--- config.mk ---
export PLATFORM = sky130hd
export DESIGN_NAME = fmat_ctrl
export DESIGN_NICKNAME = d
export VERILOG_FILES = /design/src/hdl/format_modifier_allow_table_unit_macros.svh /design/src/hdl/fmat_pkg.sv /design/src/hdl/fmat_ctrl.sv
export SDC_FILE = /design/constraint.sdc
export NUM_CORES = 1
export LEC_CHECK = 0
export BUFFER_PORTS_ARGS = -buffer_cell sky130_fd_sc_hd__buf_2
export CAP_MARGIN = 15
export CORE_AREA = 4 4 41 43
export DETAILED_ROUTE_END_ITERATION = 12
export DIE_AREA = 0 0 45 47
export PLACE_DENSITY = 0.44
export SYNTH_ARGS = -nofsm -noshare
export SYNTH_HDL_FRONTEND = slang
export SYNTH_SLANG_ARGS = --single-unit
--- constraint.sdc ---
create_clock -name i_clk -period 1.61 [get_ports i_clk]
set_input_delay 0.2415 -clock i_clk [delete_from_list [all_inputs] [get_ports i_clk]]
set_output_delay 0.2415 -clock i_clk [all_outputs]
set_load 0.03 [all_outputs]
--- src/hdl/format_modifier_allow_table_unit_macros.svh ---
// assertion macros for the format/modifier allow table unit
// depends on i_clk and i_rst_n being visible where a macro is used
`ifndef FORMAT_MODIFIER_ALLOW_TABLE_UNIT_MACROS_SVH
`define FORMAT_MODIFIER_ALLOW_TABLE_UNIT_MACROS_SVH
`ifndef SYNTHESIS
// same-cycle implication
`define FMAT_ASSERT_NOW(lbl, ante, cons) \
    lbl: assert property (@(posedge i_clk) disable iff (!i_rst_n) (ante) |-> (cons)) \
        else $error("fmat check failed");
// next-cycle implication
`define FMAT_ASSERT_NEXT(lbl, ante, cons) \
    lbl: assert property (@(posedge i_clk) disable iff (!i_rst_n) (ante) |=> (cons)) \
        else $error("fmat check failed");
`else
`define FMAT_ASSERT_NOW(lbl, ante, cons)
`define FMAT_ASSERT_NEXT(lbl, ante, cons)
`endif
`endif

--- src/hdl/fmat_pkg.sv ---
// shared types and constants of the format/modifier allow table unit
// no dependencies
package fmat_pkg;

    typedef enum logic [1:0] {
        KIND_QUERY  = 2'd0,
        KIND_DEMOTE = 2'd1,
        KIND_LOAD   = 2'd2,
        KIND_NOP    = 2'd3
    } t_kind;

    typedef enum logic [2:0] {
        ST_INIT,
        ST_IDLE,
        ST_DECODE,
        ST_REFILL,
        ST_SCAN,
        ST_RESULT
    } t_state;

    typedef struct packed {
        logic [63:0] modifier;
        logic [31:0] fourcc;
    } t_entry;

    // controller to datapath
    typedef struct packed {
        logic in_ready;
        logic clr_scan;
        logic scan_en;
        logic fill_en;
        logic load_wr;
        logic commit;
        logic out_load;
    } t_cmd;

    // datapath to controller
    typedef struct packed {
        t_kind kind;
        logic  is_floor;
        logic  empty;
        logic  scan_done;
        logic  fill_last;
        logic  out_free;
    } t_sts;

    localparam logic [63:0] MOD_LINEAR    = 64'h0;
    localparam logic [63:0] MOD_IMPLICIT  = 64'h00FF_FFFF_FFFF_FFFF;
    localparam int          DEFAULT_COUNT = 8;

    localparam logic [31:0] DEFAULT_FORMATS [4] = '{
        32'h3432_5241, 32'h3432_5258, 32'h3432_4241, 32'h3432_4258
    };

    // default entry: four formats linear, then the same four implicit
    function automatic t_entry default_entry(input logic [2:0] idx);
        t_entry e;
        e.fourcc   = DEFAULT_FORMATS[idx[1:0]];
        e.modifier = idx[2] ? MOD_IMPLICIT : MOD_LINEAR;
        return e;
    endfunction

endpackage

--- src/hdl/fmat_ctrl.sv ---
// controller state machine of the format/modifier allow table unit
// depends on fmat_pkg
module fmat_ctrl (
    input  logic          i_clk,
    input  logic          i_rst_n,
    input  logic          i_in_valid,
    input  fmat_pkg::t_sts i_sts,
    output fmat_pkg::t_cmd o_cmd
);

    fmat_pkg::t_state r_state;
    fmat_pkg::t_state n_state;

    always_ff @(posedge i_clk) begin
        if (!i_rst_n) begin
            r_state <= fmat_pkg::ST_INIT;
        end else begin
            r_state <= n_state;
        end
    end

    always_comb begin
        n_state = r_state;
        unique case (r_state)
            fmat_pkg::ST_INIT: begin
                if (i_sts.fill_last) n_state = fmat_pkg::ST_IDLE;
            end
            fmat_pkg::ST_IDLE: begin
                if (i_in_valid) n_state = fmat_pkg::ST_DECODE;
            end
            fmat_pkg::ST_DECODE: begin
                unique case (i_sts.kind)
                    fmat_pkg::KIND_QUERY: begin
                        if (i_sts.is_floor)   n_state = fmat_pkg::ST_RESULT;
                        else if (i_sts.empty) n_state = fmat_pkg::ST_REFILL;
                        else                  n_state = fmat_pkg::ST_SCAN;
                    end
                    fmat_pkg::KIND_DEMOTE: begin
                        n_state = i_sts.is_floor ? fmat_pkg::ST_RESULT : fmat_pkg::ST_SCAN;
                    end
                    default: n_state = fmat_pkg::ST_RESULT;
                endcase
            end
            fmat_pkg::ST_REFILL: begin
                if (i_sts.fill_last) n_state = fmat_pkg::ST_SCAN;
            end
            fmat_pkg::ST_SCAN: begin
                if (i_sts.scan_done) n_state = fmat_pkg::ST_RESULT;
            end
            fmat_pkg::ST_RESULT: begin
                if (i_sts.out_free) n_state = fmat_pkg::ST_IDLE;
            end
            default: n_state = fmat_pkg::ST_INIT;
        endcase
    end

    always_comb begin
        o_cmd = '0;
        unique case (r_state)
            fmat_pkg::ST_INIT:   o_cmd.fill_en  = 1'b1;
            fmat_pkg::ST_IDLE:   o_cmd.in_ready = 1'b1;
            fmat_pkg::ST_DECODE: begin
                o_cmd.clr_scan = 1'b1;
                o_cmd.load_wr  = (i_sts.kind == fmat_pkg::KIND_LOAD);
            end
            fmat_pkg::ST_REFILL: o_cmd.fill_en  = 1'b1;
            fmat_pkg::ST_SCAN: begin
                o_cmd.scan_en = 1'b1;
                o_cmd.commit  = i_sts.scan_done;
            end
            fmat_pkg::ST_RESULT: o_cmd.out_load = i_sts.out_free;
            default: o_cmd = '0;
        endcase
    end

endmodule

Yosys cells after proc, flatten, opt, wreduce, memory -nomap -nowiden --
Index checks and enable logic that the tools add are counted.
Storage, ports and cells: register bits 3, latch bits 0, bits in writable memories 0, memory bits (read-only) 0, input port bits 10, memories kept 0
Cells by class: $add $sub $neg 0, multipliers 0, div/mod/pow operators 0, $lt $le $gt $ge 0, eq/ne operators 12, shift operators 0, multiplexer cells 17, bitwise operators 0, reductions and logical operators 4
Operators by type and width (number):
- $mux 3 | 7
- $pmux 3 s6 | 1
- $ne 2x2->1 const B | 5
- $mux 1 | 8
- $eq 3x2->1 const B | 2
- $eq 3x3->1 const B | 2
- $pmux 3 s2 | 1
- $reduce_and 5->1 | 1
- $eq 3x1->1 const B | 1
- $logic_not 3->1 | 1
- $eq 2x1->1 const B | 1
- $eq 2x2->1 const B | 1
- $logic_not 2->1 | 1
- $reduce_or 2->1 | 1

Logic depth before layout (Yosys ltp) --
depth after elaboration 4, mapped depth 5

Worst setup path after synthesis --
OpenSTA, ideal clock, no wires.
kind reg2out, from register r_state[2], to output port o_cmd[2] (netlist name), data arrival time 1.344 ns, data required time 1.368 ns, setup slack 0.024 ns, stages on the path, launching flop included 4, path buffers 1, cell sequence dfxtp_1 > buf_1 > nand2b_1 > nor4b_2
RTL lines:
- from (decl) | line fmat_ctrl.sv:11 | fmat_pkg::t_state r_state;
- from (signal assigned) | line fmat_ctrl.sv:16 | r_state <= fmat_pkg::ST_INIT;
- from (signal assigned) | line fmat_ctrl.sv:18 | r_state <= n_state;
- to (decl) | line fmat_ctrl.sv:8 | output fmat_pkg::t_cmd o_cmd

==> impl_results.md <==
* Post-Synth Adder-Cell Area at 0%
* Largest family of logic cells by synthesized area: simple AND/OR/NAND/NOR gates
* Cells after Synth at 39
* Setup crit end kind: primary output
* Initial DRC count at 3
* Yosys top cell area share at 19.9%
* Outcome: completed
* VDD IR max at 0.346 mV
* Largest cells by area after synthesis: dfxtp_1 20%, nor2_1 10%, nand2b_1 6.2%
* Largest stage delay, worst path at 370 ps
* Area post-placement at 409 µm²
* Max Clk Rate at 676 MHz
* Biggest registers after layout: r_state (3)
* Hold path startpoint: i_rst_n
* P_leak at 0.000208 µW
* Total GRT Usage at 8.04%
* Total chip power at 358 µW
* Worst min path class: input pin to register
* Clk root buf: clkbuf_4
* Final Hold Viols at 0
* Most frequent cells in the layout: 15 x buf_2, 8 x nor2_1, 4 x buf_4
* Yosys cell types at 22
* Synth Area per Inst at 7.73 µm²
* Power Density at 813 nW/µm²
* Total wire length at 765 µm
* Final Max Tran Viols at 0
* Fraction of layout cells with a size suffix above 1 at 49.2%
* Total CTS buffers at 3
* Layout Skew at 3.02 ps
* Clk_lat worst skew at 230 ps
* GRT Residual Overflow at 0
* Simple-Gate Fraction of Synth Area at 46.1%
* CORE AREA at 1300 µm²
* Number of remaining DRC errors at 0
* Most common cell after layout, fill and taps aside: buf_2
* Area delta synth->final at 46.1%
* RD Place Congestion at 0.702
* Setup violators final at 0
* Number of max-cap violations at 0
* Critical Path Source: r_state[2]$_SDFFE_PN0P_
* Post-synth design cell area at 302 µm²
* Crit-path cells: nand2b_1 -> nor4b_2 -> buf_4
* Vias in the first global route at 339
* Syn nets at 49
* Max clock buf depth at 2
* Via count at 337
* Wire per inst at 10.3 µm
* Seq/Total Area, Yosys at 19.9%
* First-pass GRT wire length at 1240 µm
* Xor-xnor portion of the synthesized cell area at 2.90%
* Compound-Gate Fraction of Synth Area at 19.5%
* Largest net degree at the start of global routing at 12
* Diode count at 0
* Initial antenna violation count at 0
* Leading area contributor after synthesis: dfxtp_1
* Least-Margin Pin Slew at 273 ps
* DIE WIDTH at 45 µm
* Crit Reg-Reg Startpoint: r_state[1]$_SDFFE_PN0P_
* Post-route minimum period at 1480 ps
* Final setup TNS at 0 ps
* Postcts setup bufs at 0
* CTS H-tree lvls at 1
* CP Launch Type: register
* Worst rel slew slack at 81.8%
* Top reg by flops: r_state
* Mux share of post-synthesis cell area at 7.05%
* CTS Sinks at 3
* Critical path type: register to primary output
* Final core utilization at 33.8%
* Synth warn at 0
* Setup repair after global routing missed its margin: no
* Number of top-level pins at 17
* Rows at 13
* Critical path data arrival time at 1240 ps
* DIE AREA at 2120 µm²
* Slowest-stage cell, CP: dfxtp_2
* # port buffers at 16
* Initial Util at 23.2%
* Crit-path max FO at 11
* Synthesis-stage register bit count at 3
* Die Ht at 47 µm
* Max reg flops at 3
* Nets at 70
* Final ANT Viol Nets at 0
* CP Data Required Time at 1370 ps
* Vias per Instance at 4.55
* Period utilization at 91.9%
* Post-DP HPWL at 617 µm
* Final Cell Area at 440 µm²
* R2R setup slack at 340 ps
* CTS clk-pin slew, worst paths at 40 ps
* DRT Pass-1 Iters at 2
* CTS tree: built
per-stage QoR:
stage / hold slack, ps / std cells / setup WS [ps]
6_report: 255 / 74 / 130
5_1_grt: 256 / 74 / 47.6
4_1_cts: 252 / 74 / 9.54
3_5_place_dp: 496 / 70 / 187
3_3_place_gp: 490 / 70 / 208
2_1_floorplan: 359 / 39 / 24.2
cell families after synthesis:
logic type	Yosys count
simple gates	23
compound gates	7
flops	3
buf+inv	3
mux	2
xor+xnor	1
worst max-delay path: cells and delay by family (launching register included):
family | cells | cell delay, ps
flops | 1 | 370
buf+inv | 1 | 200
simple gates | 2 | 440
repair_timing:
action	4_1_cts	5_1_grt
resized for setup	0	3
hold buffers	0	0
hold endpoints to repair	0	0
endpoints found under the setup margin	0	2
final cells by class:
cell class,instances,area (µm²)
Clock buffer,4,26.3
Multi-Input combinational cell,33,228
Timing Repair Buffer,19,105
Tap cell,15,18.8
Fill cell,156,861
Sequential cell,3,62.6
path summary, 6_finish.rpt:
path | endpoint | cells past startpoint
worst max register to register | r_state[0]$_SDFFE_PN0P_ | 3
worst min register to register | r_state[2]$_SDFFE_PN0P_ | 2
worst min-delay path | r_state[2]$_SDFFE_PN0P_ | 2
worst max-delay path | o_cmd[2] | 3
synthesized netlist by cell type, drive strengths merged:
cell	instances
nor2	8
a21oi	3
buf	3
dfxtp	3
nand2	3
nand2b	3
nor3b	3
nor3	2
a31oi	1
and3	1
mux2	1
mux2i	1
nor2b	1
nor4b	1
o21a	1
o311a	1
o32ai	1
or4b	1
xor2	1
per-layer routing:
layer	wire length, µm	vias up	part of all wire (%)	track usage (%)
li1	-	180	-	-
met2	411	5	54	14.1
met1	317	152	41	8.37
met3	36	0	4.7	3.45
met4	0	0	0	3.51
met5	0	-	0	0
power by group:
group / internal (µW) / switching (µW)
registers: 82.6 / 16.0
clock network: 92.6 / 35.0
logic: 57.9 / 74.0
Power figures use the tool's default switching activity.
